File: src/design/tdlm_pkg.sv
package tdlm_pkg;

  localparam int DEFAULT_MAX_TAPS = 64;

  localparam int KIND_W   = 3;
  localparam int SAMPLE_W = 16;
  localparam int GAIN_W   = 24;
  localparam int INDEX_W  = 6;
  localparam int COEF_W   = 24;
  localparam int VALUE_W  = 48;
  localparam int TAPS_W   = 7;
  localparam int PROD_W   = COEF_W + SAMPLE_W;
  localparam int SHIFT    = 15;

  localparam int APB_DATA_W = 32;
  localparam int APB_ADDR_W = 3;

  typedef logic [KIND_W-1:0] kind_t;

  localparam kind_t KIND_PUSH       = 3'd0;
  localparam kind_t KIND_DOT        = 3'd1;
  localparam kind_t KIND_SCALE_ADD  = 3'd2;
  localparam kind_t KIND_READ_SMP   = 3'd3;
  localparam kind_t KIND_WRITE_COEF = 3'd4;
  localparam kind_t KIND_READ_COEF  = 3'd5;

  // register index, taken from the word address bit of paddr
  localparam logic REG_ACTIVE_TAPS = 1'b0;

  localparam logic [TAPS_W-1:0] TAPS_RESET = 7'd64;

  localparam logic signed [COEF_W-1:0] COEF_MAX = 24'sh7FFFFF;
  localparam logic signed [COEF_W-1:0] COEF_MIN = 24'sh800000;
  localparam logic signed [VALUE_W-1:0] VALUE_MAX = 48'sh7FFF_FFFF_FFFF;
  localparam logic signed [VALUE_W-1:0] VALUE_MIN = 48'sh8000_0000_0000;

endpackage

File: src/design/tdlm_ram.sv
module tdlm_ram #(
  parameter int WIDTH = tdlm_pkg::SAMPLE_W,
  parameter int DEPTH = tdlm_pkg::DEFAULT_MAX_TAPS
) (
  input  logic                     clk,
  input  logic                     we,
  input  logic [$clog2(DEPTH)-1:0] waddr,
  input  logic [WIDTH-1:0]         wdata,
  input  logic [$clog2(DEPTH)-1:0] raddr,
  output logic [WIDTH-1:0]         rdata
);

  logic [WIDTH-1:0] mem [DEPTH];

  always_ff @(posedge clk) begin
    if (we) begin
      mem[waddr] <= wdata;
    end
    rdata <= mem[raddr];
  end

endmodule

File: src/design/tap_delay_line_mac_top.sv
// Throughput: one transaction at a time; dot product and scale-add walk every tap through
//   one shared 24x16 multiplier fed by the two single-port-read memories, one tap per cycle.
// Reset (synchronous, active high): active_taps returns to 64, the oldest pointer to zero,
//   and a clearing pass zeroes both memories before in_ready rises.
module tap_delay_line_mac_top #(
  parameter int MAX_TAPS = tdlm_pkg::DEFAULT_MAX_TAPS
) (
  input  logic                                clk,
  input  logic                                rst,

  // configuration port
  input  logic                                psel,
  input  logic                                penable,
  input  logic                                pwrite,
  input  logic [tdlm_pkg::APB_ADDR_W-1:0]     paddr,
  input  logic [tdlm_pkg::APB_DATA_W-1:0]     pwdata,
  output logic [tdlm_pkg::APB_DATA_W-1:0]     prdata,
  output logic                                pready,

  // input channel
  input  logic                                in_valid,
  output logic                                in_ready,
  input  logic [tdlm_pkg::KIND_W-1:0]         kind,
  input  logic signed [tdlm_pkg::SAMPLE_W-1:0] sample,
  input  logic signed [tdlm_pkg::GAIN_W-1:0]  gain,
  input  logic [tdlm_pkg::INDEX_W-1:0]        index,
  input  logic signed [tdlm_pkg::COEF_W-1:0]  coefficient,

  // output channel
  output logic                                out_valid,
  input  logic                                out_ready,
  output logic signed [tdlm_pkg::VALUE_W-1:0] value,
  output logic                                bad_index
);

  localparam int PW    = $clog2(MAX_TAPS);           // slot address width
  localparam int CW    = PW + 1;                     // holds a tap count up to MAX_TAPS
  localparam int KW    = (CW > tdlm_pkg::TAPS_W) ? CW : tdlm_pkg::TAPS_W;
  localparam int SUM_W = tdlm_pkg::PROD_W + PW + 1;
  localparam int ACC_W = (SUM_W > tdlm_pkg::VALUE_W) ? SUM_W : tdlm_pkg::VALUE_W;
  localparam int SH_W  = tdlm_pkg::PROD_W - tdlm_pkg::SHIFT;
  localparam int CS_W  = SH_W + 1;

  localparam logic [2:0] S_CLEAR  = 3'd0;
  localparam logic [2:0] S_IDLE   = 3'd1;
  localparam logic [2:0] S_EXEC   = 3'd2;
  localparam logic [2:0] S_READ   = 3'd3;
  localparam logic [2:0] S_RUN    = 3'd4;
  localparam logic [2:0] S_DRAIN  = 3'd5;
  localparam logic [2:0] S_RESULT = 3'd6;

  // ---------------------------------------------------------------------------
  // Configuration register
  // ---------------------------------------------------------------------------
  logic [tdlm_pkg::TAPS_W-1:0] active_taps;
  logic                        cfg_we;

  assign pready = 1'b1;
  assign cfg_we = psel && penable && pwrite && (paddr[2] == tdlm_pkg::REG_ACTIVE_TAPS);

  always_comb begin
    unique case (paddr[2])
      tdlm_pkg::REG_ACTIVE_TAPS: prdata = tdlm_pkg::APB_DATA_W'(active_taps);
      default:                   prdata = '0;
    endcase
  end

  always_ff @(posedge clk) begin
    if (rst) begin
      active_taps <= tdlm_pkg::TAPS_RESET;
    end else if (cfg_we) begin
      active_taps <= pwdata[tdlm_pkg::TAPS_W-1:0];
    end
  end

  // Clamp the register to 1..MAX_TAPS: zero acts as one tap.
  logic [KW-1:0] at_ext;
  logic [CW-1:0] taps;
  logic [PW-1:0] last_j;
  logic [CW-1:0] taps_m1;

  always_comb begin
    at_ext = KW'(active_taps);
    if (at_ext == '0) begin
      taps = CW'(1);
    end else if (at_ext > KW'(MAX_TAPS)) begin
      taps = CW'(MAX_TAPS);
    end else begin
      taps = CW'(at_ext);
    end
    taps_m1 = taps - CW'(1);
    last_j  = taps_m1[PW-1:0];
  end

  // ---------------------------------------------------------------------------
  // Control and latched transaction
  // ---------------------------------------------------------------------------
  logic [2:0]                          state;
  logic [PW-1:0]                       clr_cnt;
  logic [PW-1:0]                       ptr;
  logic [PW-1:0]                       j;
  logic                                v1;
  logic                                v2;
  logic [PW-1:0]                       addr_d1;
  logic [PW-1:0]                       addr_d2;

  tdlm_pkg::kind_t                     kind_q;
  logic signed [tdlm_pkg::SAMPLE_W-1:0] sample_q;
  logic signed [tdlm_pkg::GAIN_W-1:0]  gain_q;
  logic [tdlm_pkg::INDEX_W-1:0]        idx_q;
  logic signed [tdlm_pkg::COEF_W-1:0]  coef_q;

  logic signed [tdlm_pkg::VALUE_W-1:0] res_value;
  logic                                res_bad;

  logic in_fire;
  logic idx_bad;
  logic issue;
  logic out_load;

  assign in_ready = (state == S_IDLE);
  assign in_fire  = in_valid && in_ready;
  assign idx_bad  = KW'(idx_q) >= KW'(taps);
  assign issue    = (state == S_RUN);
  assign out_load = (state == S_RESULT) && (!out_valid || out_ready);

  // ---------------------------------------------------------------------------
  // Memories
  // ---------------------------------------------------------------------------
  logic                                 dl_we;
  logic [PW-1:0]                        dl_waddr;
  logic [tdlm_pkg::SAMPLE_W-1:0]        dl_wdata;
  logic [PW-1:0]                        dl_raddr;
  logic [tdlm_pkg::SAMPLE_W-1:0]        dl_rdata;

  logic                                 cf_we;
  logic [PW-1:0]                        cf_waddr;
  logic [tdlm_pkg::COEF_W-1:0]          cf_wdata;
  logic [PW-1:0]                        cf_raddr;
  logic [tdlm_pkg::COEF_W-1:0]          cf_rdata;

  tdlm_ram #(
    .WIDTH(tdlm_pkg::SAMPLE_W),
    .DEPTH(MAX_TAPS)
  ) u_delay_ram (
    .clk  (clk),
    .we   (dl_we),
    .waddr(dl_waddr),
    .wdata(dl_wdata),
    .raddr(dl_raddr),
    .rdata(dl_rdata)
  );

  tdlm_ram #(
    .WIDTH(tdlm_pkg::COEF_W),
    .DEPTH(MAX_TAPS)
  ) u_coef_ram (
    .clk  (clk),
    .we   (cf_we),
    .waddr(cf_waddr),
    .wdata(cf_wdata),
    .raddr(cf_raddr),
    .rdata(cf_rdata)
  );

  // Position from the oldest entry to a physical slot; pointer and position
  // are both below taps, so one conditional subtract wraps.
  logic [PW-1:0] pos_sel;
  logic [CW-1:0] pos_sum;
  logic [CW-1:0] pos_wrap;

  always_comb begin
    pos_sel  = (state == S_EXEC) ? PW'(idx_q) : j;
    pos_sum  = {1'b0, ptr} + {1'b0, pos_sel};
    pos_wrap = (pos_sum >= taps) ? (pos_sum - taps) : pos_sum;
    dl_raddr = pos_wrap[PW-1:0];
    cf_raddr = pos_sel;
  end

  // ---------------------------------------------------------------------------
  // Multiply-accumulate pipeline
  //   issue : read coefficient j and sample at position j
  //   v1    : memory data out, one shared multiply, register the product
  //   v2    : accumulate (dot) or saturate and write back coefficient (scale-add)
  // ---------------------------------------------------------------------------
  logic signed [tdlm_pkg::COEF_W-1:0]   mul_a;
  logic signed [tdlm_pkg::SAMPLE_W-1:0] mul_b;
  logic signed [tdlm_pkg::PROD_W-1:0]   prod;
  logic signed [tdlm_pkg::COEF_W-1:0]   coef_d2;
  logic signed [ACC_W-1:0]              acc;
  logic signed [SH_W-1:0]               prod_sh;
  logic signed [CS_W-1:0]               coef_sum;
  logic signed [tdlm_pkg::COEF_W-1:0]   coef_sat;
  logic [CS_W-tdlm_pkg::COEF_W:0]       cs_top;
  logic [ACC_W-tdlm_pkg::VALUE_W:0]     acc_top;
  logic signed [tdlm_pkg::VALUE_W-1:0]  acc_sat;
  logic                                 op_dot;

  assign op_dot = (kind_q == tdlm_pkg::KIND_DOT);
  assign mul_a  = op_dot ? $signed(cf_rdata) : gain_q;
  assign mul_b  = $signed(dl_rdata);

  always_comb begin
    // floor shift right: arithmetic shift drops the low bits toward minus infinity
    prod_sh  = prod[tdlm_pkg::PROD_W-1:tdlm_pkg::SHIFT];
    coef_sum = CS_W'(coef_d2) + CS_W'(prod_sh);
    cs_top   = coef_sum[CS_W-1:tdlm_pkg::COEF_W-1];
    if ((&cs_top) || !(|cs_top)) begin
      coef_sat = coef_sum[tdlm_pkg::COEF_W-1:0];
    end else if (coef_sum[CS_W-1]) begin
      coef_sat = tdlm_pkg::COEF_MIN;
    end else begin
      coef_sat = tdlm_pkg::COEF_MAX;
    end

    acc_top = acc[ACC_W-1:tdlm_pkg::VALUE_W-1];
    if ((&acc_top) || !(|acc_top)) begin
      acc_sat = acc[tdlm_pkg::VALUE_W-1:0];
    end else if (acc[ACC_W-1]) begin
      acc_sat = tdlm_pkg::VALUE_MIN;
    end else begin
      acc_sat = tdlm_pkg::VALUE_MAX;
    end
  end

  always_ff @(posedge clk) begin
    prod    <= mul_a * mul_b;
    coef_d2 <= $signed(cf_rdata);
    addr_d1 <= j;
    addr_d2 <= addr_d1;
  end

  // Write port selection: clearing pass, single writes, then scale-add write-back.
  always_comb begin
    dl_we    = 1'b0;
    dl_waddr = ptr;
    dl_wdata = sample_q;
    cf_we    = 1'b0;
    cf_waddr = addr_d2;
    cf_wdata = coef_sat;
    if (state == S_CLEAR) begin
      dl_we    = 1'b1;
      dl_waddr = clr_cnt;
      dl_wdata = '0;
      cf_we    = 1'b1;
      cf_waddr = clr_cnt;
      cf_wdata = '0;
    end else if (state == S_EXEC) begin
      dl_we    = (kind_q == tdlm_pkg::KIND_PUSH);
      cf_we    = (kind_q == tdlm_pkg::KIND_WRITE_COEF) && !idx_bad;
      cf_waddr = PW'(idx_q);
      cf_wdata = coef_q;
    end else if (v2 && (kind_q == tdlm_pkg::KIND_SCALE_ADD)) begin
      cf_we    = 1'b1;
    end
  end

  // ---------------------------------------------------------------------------
  // Sequencer
  // ---------------------------------------------------------------------------
  logic [CW-1:0] ptr_inc;

  assign ptr_inc = {1'b0, ptr} + CW'(1);

  always_ff @(posedge clk) begin
    if (in_fire) begin
      kind_q   <= kind;
      sample_q <= sample;
      gain_q   <= gain;
      idx_q    <= index;
      coef_q   <= coefficient;
    end
  end

  always_ff @(posedge clk) begin
    if (rst) begin
      state   <= S_CLEAR;
      clr_cnt <= '0;
      ptr     <= '0;
      j       <= '0;
      v1      <= 1'b0;
      v2      <= 1'b0;
    end else begin
      v1 <= issue;
      v2 <= v1;
      unique case (state)
        S_CLEAR: begin
          clr_cnt <= clr_cnt + PW'(1);
          if (clr_cnt == PW'(MAX_TAPS - 1)) begin
            state <= S_IDLE;
          end
        end
        S_IDLE: begin
          if (in_fire) begin
            state <= S_EXEC;
          end
        end
        S_EXEC: begin
          res_value <= '0;
          j         <= '0;
          acc       <= '0;
          case (kind_q) inside
            tdlm_pkg::KIND_PUSH: begin
              ptr     <= (ptr_inc >= taps) ? '0 : ptr_inc[PW-1:0];
              res_bad <= 1'b0;
              state   <= S_RESULT;
            end
            tdlm_pkg::KIND_DOT, tdlm_pkg::KIND_SCALE_ADD: begin
              res_bad <= 1'b0;
              state   <= S_RUN;
            end
            tdlm_pkg::KIND_READ_SMP, tdlm_pkg::KIND_READ_COEF: begin
              res_bad <= idx_bad;
              state   <= idx_bad ? S_RESULT : S_READ;
            end
            tdlm_pkg::KIND_WRITE_COEF: begin
              res_bad <= idx_bad;
              state   <= S_RESULT;
            end
            default: begin
              res_bad <= 1'b0;
              state   <= S_RESULT;
            end
          endcase
        end
        S_READ: begin
          if (kind_q == tdlm_pkg::KIND_READ_SMP) begin
            res_value <= tdlm_pkg::VALUE_W'($signed(dl_rdata));
          end else begin
            res_value <= tdlm_pkg::VALUE_W'($signed(cf_rdata));
          end
          state <= S_RESULT;
        end
        S_RUN: begin
          j <= j + PW'(1);
          if (j == last_j) begin
            state <= S_DRAIN;
          end
        end
        S_DRAIN: begin
          if (!v1 && !v2) begin
            res_value <= op_dot ? acc_sat : '0;
            state     <= S_RESULT;
          end
        end
        S_RESULT: begin
          if (out_load) begin
            state <= S_IDLE;
          end
        end
        default: begin
          state <= S_IDLE;
        end
      endcase
      if (v2 && op_dot) begin
        acc <= acc + ACC_W'(prod);
      end
      // a new tap count restarts the ring at slot zero
      if (cfg_we) begin
        ptr <= '0;
      end
    end
  end

  // ---------------------------------------------------------------------------
  // Output register: hold the transaction until the consumer takes it
  // ---------------------------------------------------------------------------
  always_ff @(posedge clk) begin
    if (rst) begin
      out_valid <= 1'b0;
    end else if (out_load) begin
      out_valid <= 1'b1;
    end else if (out_ready) begin
      out_valid <= 1'b0;
    end
  end

  always_ff @(posedge clk) begin
    if (out_load) begin
      value     <= res_value;
      bad_index <= res_bad;
    end
  end

  // ---------------------------------------------------------------------------
  // Assertions
  // ---------------------------------------------------------------------------
  // The oldest pointer always names a slot in use.
  a_ptr_in_range: assert property (@(posedge clk) disable iff (rst)
    {1'b0, ptr} < taps)
    else $error("oldest pointer outside active taps");

  // The tap counter never runs past the last tap in use.
  a_j_in_range: assert property (@(posedge clk) disable iff (rst)
    (state == S_RUN) |-> ({1'b0, j} < taps))
    else $error("tap counter beyond active taps");

  // Scale-add write-back never hits the coefficient being read in the same cycle.
  a_no_rmw_overlap: assert property (@(posedge clk) disable iff (rst)
    (issue && v2 && (kind_q == tdlm_pkg::KIND_SCALE_ADD)) |-> (addr_d2 != j))
    else $error("coefficient read and write-back collide");

  // A finished result reaches the output register once the slot frees.
  a_result_loaded: assert property (@(posedge clk) disable iff (rst)
    out_load |=> (out_valid && (state == S_IDLE)))
    else $error("result not presented after load");

  // The pipeline is empty whenever a new transaction can be taken.
  a_pipe_idle: assert property (@(posedge clk) disable iff (rst)
    in_ready |-> (!v1 && !v2))
    else $error("accepting while multiply pipeline busy");

endmodule

File: config.mk
export PLATFORM = sky130hd
export DESIGN_NAME = tap_delay_line_mac_top
export DESIGN_NICKNAME = d
export VERILOG_FILES = /design/src/design/tdlm_pkg.sv /design/src/design/tdlm_ram.sv /design/src/design/tap_delay_line_mac_top.sv
export SDC_FILE = /design/constraint.sdc
export NUM_CORES = 2
export LEC_CHECK = 0
export CAP_MARGIN = 30
export CORE_MARGIN = 2
export CORE_UTILIZATION = 35
export CTS_BUF_LIST = sky130_fd_sc_hd__clkbuf_2 sky130_fd_sc_hd__clkbuf_4 sky130_fd_sc_hd__clkbuf_8
export DETAILED_ROUTE_END_ITERATION = 16
export DONT_BUFFER_PORTS = 1
export GPL_ROUTABILITY_DRIVEN = 0
export SLEW_MARGIN = 20
export SYNTH_ARGS = -nofsm -noshare
export SYNTH_HDL_FRONTEND = slang
export SYNTH_SLANG_ARGS = --single-unit
File: constraint.sdc
create_clock -name clk -period 20.3 [get_ports clk]
set_clock_uncertainty 0.1 [all_clocks]
set_input_delay 1.015 -clock clk [delete_from_list [all_inputs] [get_ports clk]]
set_output_delay 1.015 -clock clk [all_outputs]
set_load 0.01 [all_outputs]
# Word level (Yosys, flattened, before mapping)
# Memory sizes are Yosys's and may differ from the RTL's. A register that Yosys moved wholly into a read port is not among the register bits.
# Cells that the tools add are included.
dict set report word_totals {
  reg_bits 326
  ram_bits 2560
  in_bits 115
  out_inout_bits 84
  elab_cells 136
  memories 2
}
dict set report classes {
  n_addsub 8
  mul 1
  n_lt_le_gt_ge 4
  eq_ne 18
  n_mux 45
  bitwise_logic 2
  n_reduce_logical 34
}
# memory words width rd rd_ports_with_merged_regs wr line
set memory_table {}
lappend memory_table {u_coef_ram.mem 64 24 1 1 1 tdlm_ram.sv:13} ;# logic [WIDTH-1:0] mem [DEPTH];
lappend memory_table {u_delay_ram.mem 64 16 1 1 1 tdlm_ram.sv:13}
# operator n
set op_table {}
lappend op_table {{two-way mux 48 bit} 5}
lappend op_table {{case mux 48 bit (3 select lines)} 1}
lappend op_table {{two-way mux 24 bit} 5}
lappend op_table {{adder 48 x 40 -> 48 bit} 1}
lappend op_table {{multiplier 24 x 16 -> 40 bit} 1}
lappend op_table {{two-way mux 6 bit} 6}
lappend op_table {{two-way mux 3 bit} 9}
lappend op_table {{adder 24 x 25 -> 26 bit} 1}
lappend op_table {{two-way mux 7 bit} 3}
lappend op_table {{case mux 3 bit (7 select lines)} 1}
lappend op_table {{two-way mux 16 bit} 1}
lappend op_table {{== test 3 bit (second input constant)} 5}
lappend op_table {{>= comparator 7 bit} 2}
lappend op_table {{two-way mux 1 bit} 13}
lappend op_table {{adder 6 x 1 -> 6 bit (second input constant)} 2}
lappend op_table {{== test 3 x 2 -> 1 bit (second input constant)} 4}
lappend op_table {{case mux 6 bit (2 select lines)} 1}
lappend op_table {{logical AND 1 bit} 9}
lappend op_table {{adder 6 x 1 -> 7 bit (second input constant)} 1}
lappend op_table {{adder 6 x 6 -> 7 bit} 1}
lappend op_table {{>= comparator 6 x 7 -> 1 bit} 1}
lappend op_table {{greater-than comparator 7 bit (second input constant)} 1}
lappend op_table {{logical NOT 7 bit} 1}
lappend op_table {{== test 3 x 1 -> 1 bit (second input constant)} 2}
lappend op_table {{17 further kinds} 35}

# Longest topological paths before layout
dict set report logic_depth {
  word_depth 10
  ltp_mapped 33
  mapped_depth_nobuf 26
}

# Cells and area by module
# From an unflattened synthesis, not the netlist that was laid out.
dict set report unflattened {
  cells_unflattened 7474
  area_unflattened_um2 129584.3
}
# mod n_inst cells_each area_per_inst_um2 seq_area_each_um2
set modules_own_cells {}
lappend modules_own_cells {{tdlm_ram (u_coef_ram)} 1 2610 59295.6 46604.7}
lappend modules_own_cells {{tdlm_ram (u_delay_ram)} 1 1829 40042.2 31069.8}
lappend modules_own_cells {tap_delay_line_mac_top 1 3035 30246.5 8718.4}

# Worst setup path after synthesis
# Ideal clock, no wire load.
dict set report synth_path {
  path_kind {reg2reg}
  start {reg kind_q[1]}
  end {reg prod[36] (netlist bit)}
  setup_time_ns 0.086
  t_arrival_ns 7.710
  required_time_ns 20.114
  path_slack_ns 12.404
  stages_incl_launch_ff 28
  n_path_buf 4
  synth_period_minus_slack_ns 7.896
  cell_sequence {edfxtp_1 -> clkbuf_1 -> nor3b_1 -> clkbuf_1 -> clkbuf_1 -> mux2_2 -> clkbuf_1 -> nand2_1 -> fa_1 -> fa_1 -> inv_1 -> fa_1 -> fa_1 -> fa_1 -> inv_1 -> fa_1 -> inv_1 -> ha_1 -> and2_1 -> a221o_1 -> a21oi_1 -> o21ai_1 -> o211a_1 -> o221a_2 -> a2111oi_0 -> o21ai_1 -> mux2i_1 -> a211oi_1}
}
dict set report synth_via {
  elab_chain_len 3
}
# element line
set synth_rtl {}
lappend synth_rtl {{start, declared} tap_delay_line_mac_top.sv:107} ;# tdlm_pkg::kind_t kind_q;
lappend synth_rtl {{start signal, assigned} tap_delay_line_mac_top.sv:267} ;# kind_q <= kind;
lappend synth_rtl {{== test 3 x 1 -> 1 bit} tap_delay_line_mac_top.sv:199} ;# assign op_dot = (kind_q == tdlm_pkg::KIND_DOT);
lappend synth_rtl {{two-way mux 24 bit} tap_delay_line_mac_top.sv:200} ;# assign mul_a = op_dot ? $signed(cf_rdata) : gain_q;
lappend synth_rtl {{multiplier 24 x 16 -> 40 bit} tap_delay_line_mac_top.sv:227} ;# prod <= mul_a * mul_b;
lappend synth_rtl {{end signal, assigned} tap_delay_line_mac_top.sv:227}
lappend synth_rtl {{end, declared} tap_delay_line_mac_top.sv:188} ;# logic signed [tdlm_pkg::PROD_W-1:0] prod;
# Every way passes these cells.
# A chain may end at the register's enable or synchronous reset.

# Worst setup path after layout
dict set report layout_path {
  start {reg state[1]}
  end {reg u_delay_ram.rdata[8] (read register of u_delay_ram.mem)}
}
dict set report layout_via {
  elab_chain_len 5
  elab_cells_between_ends 6
  classes_between {add/sub (2); order compare (1); eq/ne (1); mux (2)}
}
# element line
set layout_rtl {}
lappend layout_rtl {{start, declared} tap_delay_line_mac_top.sv:98} ;# logic [2:0] state;
lappend layout_rtl {{start signal, assigned} tap_delay_line_mac_top.sv:314} ;# state <= idx_bad ? S_RESULT : S_READ;
lappend layout_rtl {{== test 3 x 2 -> 1 bit (*)} tap_delay_line_mac_top.sv:173} ;# pos_sel = (state == S_EXEC) ? PW'(idx_q) : j;
lappend layout_rtl {{two-way mux 6 bit (*)} tap_delay_line_mac_top.sv:173}
lappend layout_rtl {{adder 6 x 6 -> 7 bit (*)} tap_delay_line_mac_top.sv:174} ;# pos_sum = {1'b0, ptr} + {1'b0, pos_sel};
lappend layout_rtl {{subtractor 6 bit / >= comparator 7 bit (equally long branches)} tap_delay_line_mac_top.sv:175} ;# pos_wrap = (pos_sum >= taps) ? (pos_sum - taps) : pos_sum;
lappend layout_rtl {{two-way mux 6 bit (*)} tap_delay_line_mac_top.sv:175}
lappend layout_rtl {{end, declared} tdlm_ram.sv:10} ;# output logic [WIDTH-1:0] rdata
# Every way passes the cells marked *; elsewhere a longest branch is shown, timed or not.

==> impl_results.rst <==
.. list-table::
   :header-rows: 1

   * - Metric
     - Value
   * - Fill cell count
     - between 30000 and 40000
   * - Root buffer cell
     - clkbuf_8
   * - Critical-path maximum fanout
     - approximately 120
   * - Area of the die
     - roughly 0.38 mm^2
   * - Die H
     - between 600 and 700 um
   * - Ports
     - ~200
   * - WP depth
     - 24
   * - Iteration count of the initial detailed-routing pass
     - 8
   * - Max-slew violations
     - 0
   * - Multi-input gate area
     - 0.0415 mm^2
   * - Worst-skew pair later-pin latency
     - approximately 1100 ps
   * - Via count
     - 84000
   * - Slew headroom
     - 23.2%
   * - Post-route antenna net violation count
     - 0
   * - Syn Std Cell Area
     - between 0.1 and 0.15 mm^2
   * - Flop and latch count out of synthesis
     - about 2900
   * - Via count of the first global-routing pass
     - slightly above 80000
   * - Area contributors post-synth
     - edfxtp_1, nand2_1, fa_1
   * - Outcome
     - completed
   * - Starting density of the core
     - 35.2%
   * - Post-synth EDFFs
     - 2779
   * - Vias per cell
     - roughly 5.4
   * - Depth of the worst register-to-register path
     - 24
   * - Buffers & Inverters on Critical Path
     - 6
   * - Cell type contributing the most total cell area after synthesis
     - edfxtp_1
   * - Post-synthesis cell type count
     - between 80 and 90
   * - Worst Max-Slew Pin Slew
     - between 1000 and 1500 ps
   * - Max clock buf depth
     - 4
   * - Final setup violation count
     - 0
   * - Core outline area
     - roughly 0.37 mm^2
   * - Clock net sink count
     - 2926
   * - Chain of cells forming the critical path
     - and2b_1, and2_1, nand2_1, and2_4, inv_8, ha_1, inv_1, fa_1, inv_1, a21oi_1, o21bai_1, xor2_1, ha_1, a2111oi_1, o21ai_2, nand2_4, mux2_8, buf_12, buf_4, buf_16, mux4_2, a22oi_1, nand2_1, or3_1
   * - Type of destination of the critical path
     - register
   * - Tot GR Track Use
     - 18.7%
   * - Register-to-Register Setup Slack
     - ~11000 ps
   * - Die width
     - just over 600 um
   * - Clock period minus final worst setup slack
     - around 9500 ps
   * - Fraction of layout instances using a drive strength above 1
     - approximately an eighth
   * - Setup Crit Path Kind
     - reg -> reg
   * - Grt ovf
     - 0
   * - Clock-pin slew reported for the worst setup and hold paths after clock tree synthesis
     - roughly 70 ps
   * - Average detailed-routed wire length per instance
     - approximately 23 um
   * - Period Utilization, post-route
     - 46.6%
   * - CP max stage cell
     - dfxtp_1
   * - Total area of sequential cells
     - 0.0864 mm^2
   * - Number of instances in the synthesized netlist
     - 10100
   * - Critical path's top delay family
     - buffers and inverters
   * - Routed wire length
     - 367000 um
   * - Number of levels in the clock H-tree
     - 5
   * - Standard-cell row count
     - ~220
   * - Fraction of registers with async set or reset after synthesis
     - 0%
   * - CTS tree
     - yes
   * - # resized after CTS
     - 0
   * - Global-route wire length before repair
     - ~540000 um
   * - Maximum Capacitance Violations
     - 0
   * - Crit path DAT
     - just over 10000 ps
   * - Required time worst endpoint
     - about 21000 ps
   * - Largest net degree at the start of global routing
     - approximately 170
   * - Average cell area after synthesis
     - around 13 um^2
   * - Iteration-0 DRC Markers
     - 9276
   * - Most instantiated flip-flop cell in the synthesis netlist
     - edfxtp_1
   * - P&R area growth vs syn
     - 13.0%
   * - Maximum clock rate
     - ~0.11 GHz
   * - Number of nets in the layout
     - between 10000 and 15000
   * - Startpoint kind of the worst setup timing path
     - register
   * - Depth of the worst hold-timing path
     - 2
   * - Buffers inserted during post-CTS setup optimization
     - 0
   * - Delay of the slowest cell on the worst path
     - around 760 ps
   * - Hpwl dp
     - 216000 um
   * - CTS Buf Count
     - 460
   * - Count of warnings emitted by yosys
     - 0
   * - Setup Total Neg Slack
     - 0 ps
   * - RSZ-0062 raised after global routing
     - false
   * - Number of remaining DRC errors
     - 0
   * - Initial antenna violation count
     - 19
   * - Post-synth top area share
     - between 60% and 70%
   * - Count of final hold-check violations
     - 0
   * - Hold/Removal Path Class
     - in -> reg
   * - IO buf count
     - 0
   * - Share of synthesized area occupied by flip-flops and latches
     - approximately 66%
[final timing paths]
| kind | startpoint | to |
|---|---|---|
| setup reg to reg | state[1] | u_delay_ram.rdata[8] |
| setup / recovery | state[1] | u_delay_ram.rdata[8] |
| hold reg to reg | addr_d1[3] | addr_d2[3] |
| hold / removal | rst | ptr[1] |
[Yosys cell counts (147+ instances only)]
| master | count |
|---|---|
| nor2_1 | 294 |
| a311oi_1 | 267 |
| and2_1 | 167 |
| edfxtp_1 | 2779 |
| a21oi_1 | 187 |
| ha_1 | 200 |
| clkbuf_1 | 425 |
| nand2_1 | 2279 |
| fa_1 | 378 |
| inv_1 | 460 |
| dfxtp_1 | 147 |
| nand3_1 | 993 |
[registers in the layout (all words and copies together), names as in the netlist, 7 cells and up]
register           flops
gain_q                24
coef_d2               24
prod                  40
u_coef_ram.mem      1536
res_value             48
acc                   48
u_delay_ram.rdata     16
u_coef_ram.rdata      24
value                 48
active_taps            7
sample_q              16
coef_q                24
u_delay_ram.mem     1024
[cells by family (layout without fill, tap and decap cells)]
logic type / count (synthesis) / in the layout / synth area share [%]
and+or+nand+nor: 4156 / 4156 / 13.9
DFF: 2926 / 2926 / 65.8
buffers and inverters: 1070 / 1674 / 3.30
AOI/OAI and AO/OA: 962 / 962 / 5.29
adders and majority gates: 578 / 578 / 7.67
muxes: 248 / 248 / 3.17
xor gates and xnor gates: 124 / 124 / 0.827
other: 2 / 35 / 0.00572
[through the flow]
stage / setup WS [ps] / instance area, um^2 / instances / hold WS (ps) / utilization, %
4_1_cts: 10600 / 148000 / 15700 / 59.0 / 39.8
5_1_grt: 10230 / 148000 / 15700 / 141 / 39.8
6_report: 10850 / 148000 / 15700 / 185 / 39.8
3_5_place_dp: 10700 / 138000 / 14700 / 215 / 37.0
3_3_place_gp: 10780 / 138000 / 14700 / 212 / 37.0
2_1_floorplan: 12400 / 131000 / 10100 / 210 / -
[worst reg2reg max path, stage by stage, from the launching register on]
cell	delay [ps]
dfxtp_1	760
and2b_1	380
and2_1	310
nand2_1	110
and2_4	360
inv_8	610
ha_1	310
inv_1	60
fa_1	430
inv_1	80
a21oi_1	60
o21bai_1	200
xor2_1	300
ha_1	370
a2111oi_1	510
o21ai_2	150
nand2_4	310
mux2_8	710
buf_12	820
buf_4	530
buf_16	310
mux4_2	560
a22oi_1	310
nand2_1	160
or3_1	380
[layout make-up]
cell class | count | area share (%)
clock inverter | 193 | 0.889
tap | 4972 | 4.19
inverter | 465 | 1.19
antenna | 9 | 0.0152
multi-input combinational | 6094 | 27.9
sequential | 2926 | 58.2
clock buffer | 656 | 5.39
timing repair buffer | 360 | 2.13
[repair_timing]
item                       4_1_cts  5_1_grt
hold endpoints to repair        99        0
hold buffers                    82        0
setup endpoints to repair        0        0
[layer usage]
metal	global-route usage, %	vias to the layer above	wire length (um)
met5	0	-	23
met4	6.84	4	13200
met3	3.12	664	29300
met2	30.4	3648	173000
met1	25.2	42800	151000
li1	-	36900	-
[cells in the final DEF, fill, tap and decap left out, types with 111 or more instances in the layout]
cell type,Yosys,final
a21oi_1,187,182
a311oi_1,267,267
and2_1,167,165
and3_1,113,111
buf_4,32,236
clkbuf_4,0,169
clkbuf_8,0,492
dfxtp_1,147,147
edfxtp_1,2779,2779
fa_1,378,378
ha_1,200,200
inv_1,460,460
mux4_2,117,117
nand2_1,2279,2277
nand3_1,993,993
nor2_1,294,200
Power is left out: the tool's default activity adds up to more than one toggle a clock period on the data nets, which glitch-free logic cannot reach.
